<file path="config.mk">
export PLATFORM = sky130hd
export DESIGN_NAME = json_flat_object_parser
export DESIGN_NICKNAME = d
export VERILOG_FILES = /design/src/jfop_pkg.sv /design/src/jfop_step.sv /design/src/json_flat_object_parser.sv
export SDC_FILE = /design/constraint.sdc
export NUM_CORES = 1
export LEC_CHECK = 0
export ABC_AREA = 1
export ABC_CLOCK_PERIOD_IN_PS = 5600
export BUFFER_PORTS_ARGS = -buffer_cell sky130_fd_sc_hd__buf_4
export CORE_AREA = 2 2 117 62
export DETAILED_ROUTE_END_ITERATION = 16
export DIE_AREA = 0 0 119 64
export GPL_TIMING_DRIVEN = 1
export PLACE_DENSITY = 0.71
export SKIP_LAST_GASP = 1
export SLEW_MARGIN = 20
export SYNTH_ARGS = -nofsm -noshare
export SYNTH_HDL_FRONTEND = slang
export SYNTH_HIERARCHICAL = 1
export SYNTH_SLANG_ARGS = --single-unit
</file>
<file path="constraint.sdc">
create_clock -name clock -period 5.6 [get_ports clock]
set_clock_uncertainty 0.15 [all_clocks]
set_input_delay 0.56 -clock clock [delete_from_list [all_inputs] [get_ports clock]]
set_output_delay 0.56 -clock clock [all_outputs]
set_load 0.05 [all_outputs]
</file>
<file path="src/jfop_pkg.sv">
// ----------------------------------------------------------------------------
// jfop_pkg
// Shared types and codes for the flat JSON string-object parser: the beat
// structs of both channels, the parse phase codes and the verdict codes.
// ----------------------------------------------------------------------------
package jfop_pkg;

   // One input beat: a raw document byte and the end-of-document flag.
   typedef struct packed {
      logic [7:0] byte_in;
      logic       last_byte;
   } req_type;

   // One result beat.
   typedef struct packed {
      logic       char_valid;
      logic [7:0] char_code;
      logic       in_value;
      logic       string_end;
      logic       doc_done;
      logic [1:0] doc_status;
   } rsp_type;

   // Grammar position.
   typedef enum logic [3:0] {
      PH_OPEN      = 4'd0,
      PH_FIRST     = 4'd1,
      PH_KEY       = 4'd2,
      PH_KEY_ESC   = 4'd3,
      PH_KEY_HEX   = 4'd4,
      PH_COLON     = 4'd5,
      PH_VAL_START = 4'd6,
      PH_VAL       = 4'd7,
      PH_VAL_ESC   = 4'd8,
      PH_VAL_HEX   = 4'd9,
      PH_AFTER_VAL = 4'd10,
      PH_NEXT_KEY  = 4'd11,
      PH_TRAIL     = 4'd12
   } phase_type;

   // Verdict reported with every result beat.
   localparam logic [1:0] STAT_OK        = 2'd0;
   localparam logic [1:0] STAT_ACCEPTED  = 2'd1;
   localparam logic [1:0] STAT_MALFORMED = 2'd2;

   // Largest code point a four-digit escape may carry.
   localparam logic [15:0] CODE_LIMIT = 16'h007f;

   // Parser state carried from one byte to the next.
   typedef struct packed {
      phase_type   phase;
      logic [15:0] hex_accum;
      logic [1:0]  hex_digits_seen;
      logic        error_seen;
   } state_type;

   localparam state_type STATE_RESET = '{
      phase:           PH_OPEN,
      hex_accum:       16'h0000,
      hex_digits_seen: 2'd0,
      error_seen:      1'b0
   };

endpackage

</file>
<file path="src/jfop_step.sv">
// ----------------------------------------------------------------------------
// jfop_step
// Combinational transition of the parser: from the current state and one
// input byte it forms the next state and the result beat for that byte.
// ----------------------------------------------------------------------------
module jfop_step
   import jfop_pkg::*;
(
   input  state_type cur_state,
   input  req_type   req,
   output state_type nxt_state,
   output rsp_type   rsp
);

   logic       is_ws;
   logic       hex_ok;
   logic [3:0] hex_val;
   logic       is_v;
   phase_type  base_ph;
   phase_type  esc_ph;
   phase_type  hex_ph;
   logic [15:0] acc_next;
   logic       cv;
   logic       send;
   logic       val;
   logic       err;
   logic [7:0] code;
   logic [7:0] b;

   assign b = req.byte_in;
   assign is_ws = (b == 8'h20) || ((b >= 8'h09) && (b <= 8'h0d));

   always_comb begin
      hex_ok  = 1'b1;
      hex_val = 4'h0;
      if ((b >= 8'h30) && (b <= 8'h39)) begin
         hex_val = 4'(b - 8'h30);
      end else if ((b >= 8'h61) && (b <= 8'h66)) begin
         hex_val = 4'(b - 8'h57);
      end else if ((b >= 8'h41) && (b <= 8'h46)) begin
         hex_val = 4'(b - 8'h37);
      end else begin
         hex_ok = 1'b0;
      end
   end

   assign is_v = (cur_state.phase == PH_VAL_START) || (cur_state.phase == PH_VAL) ||
                 (cur_state.phase == PH_VAL_ESC) || (cur_state.phase == PH_VAL_HEX);
   assign base_ph  = is_v ? PH_VAL : PH_KEY;
   assign esc_ph   = is_v ? PH_VAL_ESC : PH_KEY_ESC;
   assign hex_ph   = is_v ? PH_VAL_HEX : PH_KEY_HEX;
   assign acc_next = {cur_state.hex_accum[11:0], hex_val};

   always_comb begin
      nxt_state = cur_state;
      cv   = 1'b0;
      send = 1'b0;
      val  = 1'b0;
      err  = 1'b0;
      code = 8'h00;
      if (!cur_state.error_seen) begin
         unique case (cur_state.phase)
            PH_OPEN: begin
               if (b == "{") nxt_state.phase = PH_FIRST;
               else if (!is_ws) err = 1'b1;
            end
            PH_FIRST, PH_NEXT_KEY: begin
               if (b == "\"") nxt_state.phase = PH_KEY;
               else if ((cur_state.phase == PH_FIRST) && (b == "}")) nxt_state.phase = PH_TRAIL;
               else if (!is_ws) err = 1'b1;
            end
            PH_COLON: begin
               if (b == ":") nxt_state.phase = PH_VAL_START;
               else if (!is_ws) err = 1'b1;
            end
            PH_VAL_START: begin
               if (b == "\"") nxt_state.phase = PH_VAL;
               else if (!is_ws) err = 1'b1;
            end
            PH_AFTER_VAL: begin
               if (b == "}") nxt_state.phase = PH_TRAIL;
               else if (b == ",") nxt_state.phase = PH_NEXT_KEY;
               else if (!is_ws) err = 1'b1;
            end
            PH_TRAIL: begin
               if (!is_ws) err = 1'b1;
            end
            PH_KEY, PH_VAL: begin
               val = is_v;
               if (b == "\"") begin
                  send = 1'b1;
                  nxt_state.phase = is_v ? PH_AFTER_VAL : PH_COLON;
               end else if (b == "\\") begin
                  nxt_state.phase = esc_ph;
               end else begin
                  cv   = 1'b1;
                  code = b;
               end
            end
            PH_KEY_ESC, PH_VAL_ESC: begin
               val = is_v;
               nxt_state.phase = base_ph;
               cv = 1'b1;
               case (b)
                  "\"":    code = 8'h22;
                  "\\":    code = 8'h5c;
                  "/":     code = 8'h2f;
                  "b":     code = 8'h08;
                  "f":     code = 8'h0c;
                  "n":     code = 8'h0a;
                  "r":     code = 8'h0d;
                  "t":     code = 8'h09;
                  "u": begin
                     cv = 1'b0;
                     nxt_state.hex_accum       = 16'h0000;
                     nxt_state.hex_digits_seen = 2'd0;
                     nxt_state.phase           = hex_ph;
                  end
                  default: begin
                     cv  = 1'b0;
                     err = 1'b1;
                     nxt_state.phase = cur_state.phase;
                  end
               endcase
            end
            PH_KEY_HEX, PH_VAL_HEX: begin
               val = is_v;
               if (!hex_ok) begin
                  err = 1'b1;
               end else begin
                  nxt_state.hex_accum = acc_next;
                  if (cur_state.hex_digits_seen == 2'd3) begin
                     nxt_state.hex_digits_seen = 2'd0;
                     if (acc_next <= CODE_LIMIT) begin
                        cv   = 1'b1;
                        code = acc_next[7:0];
                        nxt_state.phase = base_ph;
                     end else begin
                        err = 1'b1;
                     end
                  end else begin
                     nxt_state.hex_digits_seen = cur_state.hex_digits_seen + 2'd1;
                  end
               end
            end
            default: err = 1'b1;
         endcase
         if (err) begin
            nxt_state.error_seen = 1'b1;
            cv   = 1'b0;
            send = 1'b0;
            code = 8'h00;
         end
      end

      rsp.char_valid = cv;
      rsp.char_code  = code;
      rsp.in_value   = (cv || send) && val;
      rsp.string_end = send;
      rsp.doc_done   = req.last_byte;
      if (req.last_byte) begin
         rsp.doc_status = (!nxt_state.error_seen && (nxt_state.phase == PH_TRAIL)) ?
                          STAT_ACCEPTED : STAT_MALFORMED;
         nxt_state = STATE_RESET;
      end else begin
         rsp.doc_status = nxt_state.error_seen ? STAT_MALFORMED : STAT_OK;
      end
   end

endmodule

</file>
<file path="src/json_flat_object_parser.sv">
// ----------------------------------------------------------------------------
// json_flat_object_parser
// Streaming checker and decoder for a flat JSON object of string keys and
// string values, one document byte per beat, one result beat per byte.
// ----------------------------------------------------------------------------
//
//   channel   direction  handshake               payload
//   req_      in         req_valid / req_stall   req_type (byte_in, last_byte)
//   rsp_      out        rsp_valid / rsp_stall   rsp_type (decoded char, verdict)
//
// The transition logic sits between the parser state register and the result
// register, so a byte can be taken on every clock while the input is not
// stalled, and its result appears on the next one.
// Reset is synchronous and returns the parser to "expect opening brace" with
// the error flag clear and the result register empty.
// A stalled result holds in place; the input is stalled only while a result
// waits and is not being taken in that same cycle.
//
module json_flat_object_parser
   import jfop_pkg::*;
(
   input  logic    clock,
   input  logic    reset,

   input  logic    req_valid,
   output logic    req_stall,
   input  req_type req_payload,

   output logic    rsp_valid,
   input  logic    rsp_stall,
   output rsp_type rsp_payload
);

   state_type state_ff;
   state_type state_in;
   rsp_type   rsp_ff;
   rsp_type   rsp_in;
   logic      rsp_valid_ff;
   logic      rsp_valid_in;
   logic      req_accept;

   // The result register frees up in the same cycle its beat is taken, so
   // the input only waits when a result is blocked downstream.
   assign req_stall  = rsp_valid_ff && rsp_stall;
   assign req_accept = req_valid && !req_stall;

   // Byte transition: next parser state and the result beat for this byte.
   jfop_step u_step (
      .cur_state (state_ff),
      .req       (req_payload),
      .nxt_state (state_in),
      .rsp       (rsp_in)
   );

   always_comb begin
      rsp_valid_in = rsp_valid_ff;
      if (req_accept) begin
         rsp_valid_in = 1'b1;
      end else if (!rsp_stall) begin
         rsp_valid_in = 1'b0;
      end
   end

   // Parser state advances only on an accepted beat.
   always_ff @(posedge clock) begin
      if (reset) begin
         state_ff     <= STATE_RESET;
         rsp_valid_ff <= 1'b0;
      end else begin
         rsp_valid_ff <= rsp_valid_in;
         if (req_accept) begin
            state_ff <= state_in;
         end
      end
   end

   // The result payload needs no reset; it is only looked at when valid.
   always_ff @(posedge clock) begin
      if (req_accept) begin
         rsp_ff <= rsp_in;
      end
   end

   assign rsp_valid   = rsp_valid_ff;
   assign rsp_payload = rsp_ff;

endmodule

</file>
==> results of run 1 <==
-- report_power, final --
part           leakage (nW)  internal, mW  switching (mW)
logic                  1.22        0.0704           0.158
clock network        0.0739         0.176          0.0980
registers             0.304         0.276          0.0192
total                  1.60         0.523           0.275
-- final timing paths --
check	cells after the start	slack, ns	endpoint	start
max	14	2.86	rsp_payload[1]	req_payload[2]
min	2	0.29	rsp_valid	reset
max reg2reg	11	2.93	state_ff[11]	state_ff[20]
min reg2reg	2	0.37	state_ff[12]	state_ff[12]
-- sequential cells by signal, indices dropped and copies added, names as in the netlist --
| name | cells |
|---|---|
| rsp_valid | 1 |
| state_ff | 19 |
| rsp_payload | 14 |
-- cell type report --
class,count,area [um^2]
sequential,34,821
tap,92,115
timing repair buffer,28,210
inverter,70,267
multi-input combinational,372,2030
fill,642,2960
clock buffer,7,143
clock inverter,1,5.00
-- worst register-to-register path, delay by kind of cell, from the launching register on --
family,cells,cell delay [ns]
buffers and inverters,3,0.48
AOI/OAI and AO/OA,2,0.79
and+or+nand+nor,6,0.77
DFF,1,0.42
-- layer usage --
layer  vias up  part of all wire (%)
li1       1658                     -
met1      1504                    47
met2       154                    42
met3         9                    10
met4         0                  0.79
met5         -                     0
==> metrics.txt, run 1 <==
Die ar. 0.00762 mm^2; initial core utilization 50.6%; Final Setup Violations 0; syn nets about 520; TritonCTS clock tree done; ant diodes 0; Initial DRC Count 318; Worst setup SP type primary input; RSZ-0062 raised after global routing false; total iterations of the first detailed-routing run 5; Clk Latency, worst-skew pair around 0.28 ns; drt drc 0; Crit path max-delay family simple AND/OR/NAND/NOR gates; max-cap viol count 0; maximum number of pins on one net before global-route repair around 40; Final Instance Count excl. Fillers 604; Post-CTS Hold Buffers 0; Post-Syn Area 0.00331 mm^2; grt met1 use between 30% and 40%; Hold Crit Class primary input to flip-flop; total grt overflow 0; Avg Synthesized Cell Area 6.57 um^2; grt met2 use 35.3%; fin util 54.8%; drt wl/cell 14.3 um; CP most frequent cell nand3_1; Vias/cell 5.50; P per Cell Area 222 mW/mm^2; RD Place Congestion 1.04; commonest non-fill, non-tap cell in the layout nand2_1; Arr. time, crit path 2.62 ns; CP endpoint kind flip-flop; # rows 21; commonest non-fill, non-tap cells in the layout nand2_1, nor2_1, inv_1; Post-Synthesis Cells 504; IO Port Bufs 28; placed cells 596; GRT Util Overall 23.9%; Final WS setup 2.86 ns; Hold Slack around 0.29 ns; post-route ant nets 0; Worst-Margin Slew 0.889 ns; Overall Power 798 uW; crit-path max cell delay 0.37 ns; io pins 29; post-route cell area between 0.003 and 0.004 mm^2; clock sink count 34; pre-CTS setup slack 2.64 ns; worst-path maximum fanout 19; FMAX 365 MHz; Final Hold Fails 0; TritonCTS Buffers 5; # Post-CTS Setup Buffers 0; Worst Path Required 5.48 ns; Slew headroom 40.5%; number of H-tree levels 2; Layout area overhead 8.23%; Placed Area between 0.003 and 0.004 mm^2; Detailed Place HPWL 6460 um; grt met3 use 4.55%; vias 3325; final worst-path cycle share around half; vias in the first global route 2896; crit path cell chain buf_4 -> inv_1 -> ha_1 -> inv_1 -> nand3_1 -> nand3_1 -> nand2_2 -> nand3_2 -> o21ai_1 -> nand2_1 -> nand3_1 -> nand2_1 -> nor2_2 -> nor2_2; chip height approximately 64 um; proportion of layout cells with a drive suffix above 1 a little over a fifth; CTS root buffer clkbuf_16; setup TNS 0 ns; Die X around 120 um; outcome complete, no violations; Clock Path Buffers 2; max-slew violation count 0; initial antenna violation count 0; CTS clk-pin slew, worst paths roughly 0.05 ns; Leakage Power 1.60 nW; CTS-repair resized insts 0; worst setup path class primary input to flip-flop; GRT busiest layer met1; Period minus WS final 2.74 ns; CP max-delay cell nand2_2; Worst VDD drop 0.0000973 V; yosys warns 6; first-pass GRT wire length around 14000 um; Nets 530; WP buf/inv 3; area of the core 0.00654 mm^2; Routed WL 8650 um
Power figures use the tool's default switching activity.
==> run 2, diff against run 1 <==
ABC_CLOCK_PERIOD_IN_PS = 2800   (was 5600)
clock period = 2.8 ns   (was 5.6 ns; I/O delays follow)
==> run 2 against run 1 <==
  * Sequential power rose by 97%
  * Worst setup slack got worse by 2.5 ns
  * Sequential cell count did not move
  * Cell area rose by 1.7%
  * Critical path depth fell by 2
  * Critical path type is now flip-flop to flip-flop
  * Die area did not move
  * Largest power group unchanged
==> metrics.txt, run 2 (synthesis gave the netlist of run 1 again) <==
outcome complete, no violations; ant diodes 0; Post-CTS Hold Buffers 0; Worst VDD drop ~0.00021 V; CP max-delay cell o21ai_2; FILL cells approximately 680; vias 3383; Final Setup Violations 0; initial core utilization 50.6%; # rows 21; chip height 64 um; Worst Path Required between 2 and 3 ns; P per Cell Area around 450 mW/mm^2; CP endpoint kind flip-flop; R2R depth 12; total iterations of the first detailed-routing run 5; number of H-tree levels 2; vias in the first global route around 3000; TritonCTS Buffers 5; RD Place Congestion 0.967; max-cap viol count 0; Clock Path Buffers 2; drt wl/cell ~15 um; final worst-path cycle share 87.2%; multi-input gate area in the final layout around 0.0020 mm^2; Die X 119 um; worst-path maximum fanout 12; Critical Path End state_ff[1]; Layout area overhead 10.0%; TritonCTS clock tree done; Final Hold Fails 0; crit-path max cell delay 0.35 ns; post-route ant nets 0; # Post-CTS Setup Buffers 0; Clk Latency, worst-skew pair 0.28 ns; RSZ-0062 raised after global routing false; crit path launch state_ff[20]; area of the core 0.00654 mm^2; drt drc 0; commonest non-fill, non-tap cell in the layout nand2_1; IO Port Bufs 28; Initial DRC Count 276; Die ar. 0.00762 mm^2; clock sink count 34; Placed Area 0.00349 mm^2; CTS root buffer clkbuf_16; Period minus WS final 2.44 ns; FMAX 409 MHz; first-pass GRT wire length 15000 um; maximum number of pins on one net before global-route repair 40; max reg flops 19; Most flops, register state_ff; Worst setup SP type flip-flop; Worst-Margin Slew between 0.6 and 0.7 ns; io pins 29; proportion of layout cells with a drive suffix above 1 22.5%; post-route cell area roughly 0.0036 mm^2; GRT Util Overall 24.7%; CP most frequent cell inv_1; Leakage Power 1.64 nW; fin util 55.7%; crit path cell chain buf_4 -> nor2_1 -> inv_1 -> o21ai_2 -> nand3_1 -> inv_1 -> o21ai_0 -> a21oi_1 -> inv_1 -> nand3_1 -> nand2_1 -> nor2_1; worst setup path class flip-flop to flip-flop; Detailed Place HPWL between 6000 and 7000 um; total grt overflow 0; Hold Crit Class primary input to flip-flop; Slew headroom 58.3%; CTS clk-pin slew, worst paths 0.05 ns; Reg2Reg Setup Slack 0.36 ns; r2r startpoint state_ff[20]; initial antenna violation count 0; Routed WL ~9000 um; Nets 537; Arr. time, crit path 2.51 ns; Seq. cell area 821 um^2; max-slew violation count 0; r2r endpoint state_ff[1]; commonest non-fill, non-tap cells in the layout nand2_1, nor2_1, inv_1; setup TNS 0 ns; Vias/cell 5.54; CTS-repair resized insts 0
-- run 2: changes by cell type in the layout (fill, tap and decap cells not counted) --
cell	previous run	this run
clkbuf_8	1	0
clkinv_2	2	1
nor2_1	65	66
buf_4	28	35
clkbuf_16	5	6
nor2_2	11	10
clkbuf_1	1	2
-- run 2: worst min path at each step --
stage	from	endpoint	slack, ns	cells past startpoint
CTS	reset	rsp_valid	0.003	2
global placement	reset	rsp_valid	0.30	2
detailed placement	reset	rsp_valid	0.30	2
finish	reset	rsp_valid	0.005	2
global route	reset	rsp_valid	0.003	2
floorplan	reset	rsp_valid	0.19	1
-- run 2: final cells by class --
type                       instances  share of cell area (%)
timing repair buffer              35                    7.21
sequential                        34                    22.5
tap                               92                    3.16
multi-input combinational        372                    55.5
inverter                          70                    7.31
clock buffer                       8                    4.32
-- run 2: power breakdown --
part / switching (mW) / total (mW) / internal (mW) / leakage [nW]
sequential: 0.0318 / 0.584 / 0.552 / 0.304
clock: 0.196 / 0.580 / 0.384 / 0.0763
combinational: 0.331 / 0.481 / 0.149 / 1.26
-- run 2: through the flow --
stage	setup WS (ns)	total power, mW	hold WS (ns)	cells
floorplan	0.623	0.957	0.192	504
global placement	0.362	1.06	0.296	603
detailed placement	0.399	1.06	0.297	603
CTS	0.388	1.65	0.00257	611
global route	0.106	1.74	0.00345	611
finish	0.357	1.64	0.00507	611
-- run 2: per-layer routing --
layer,track usage [%],wire [um],up-vias
li1,-,-,1675
met1,36.1,4210,1526
met2,36.4,3690,176
met3,5.89,935,6
met4,5.65,46,0
met5,0,0,-
-- run 2: critical path: cells and delay by family (launching register included) --
kind	cells	cell delay, ns
AOI/OAI and AO/OA	3	0.65
buffers and inverters	4	0.67
DFF	1	0.30
and+or+nand+nor	5	0.60
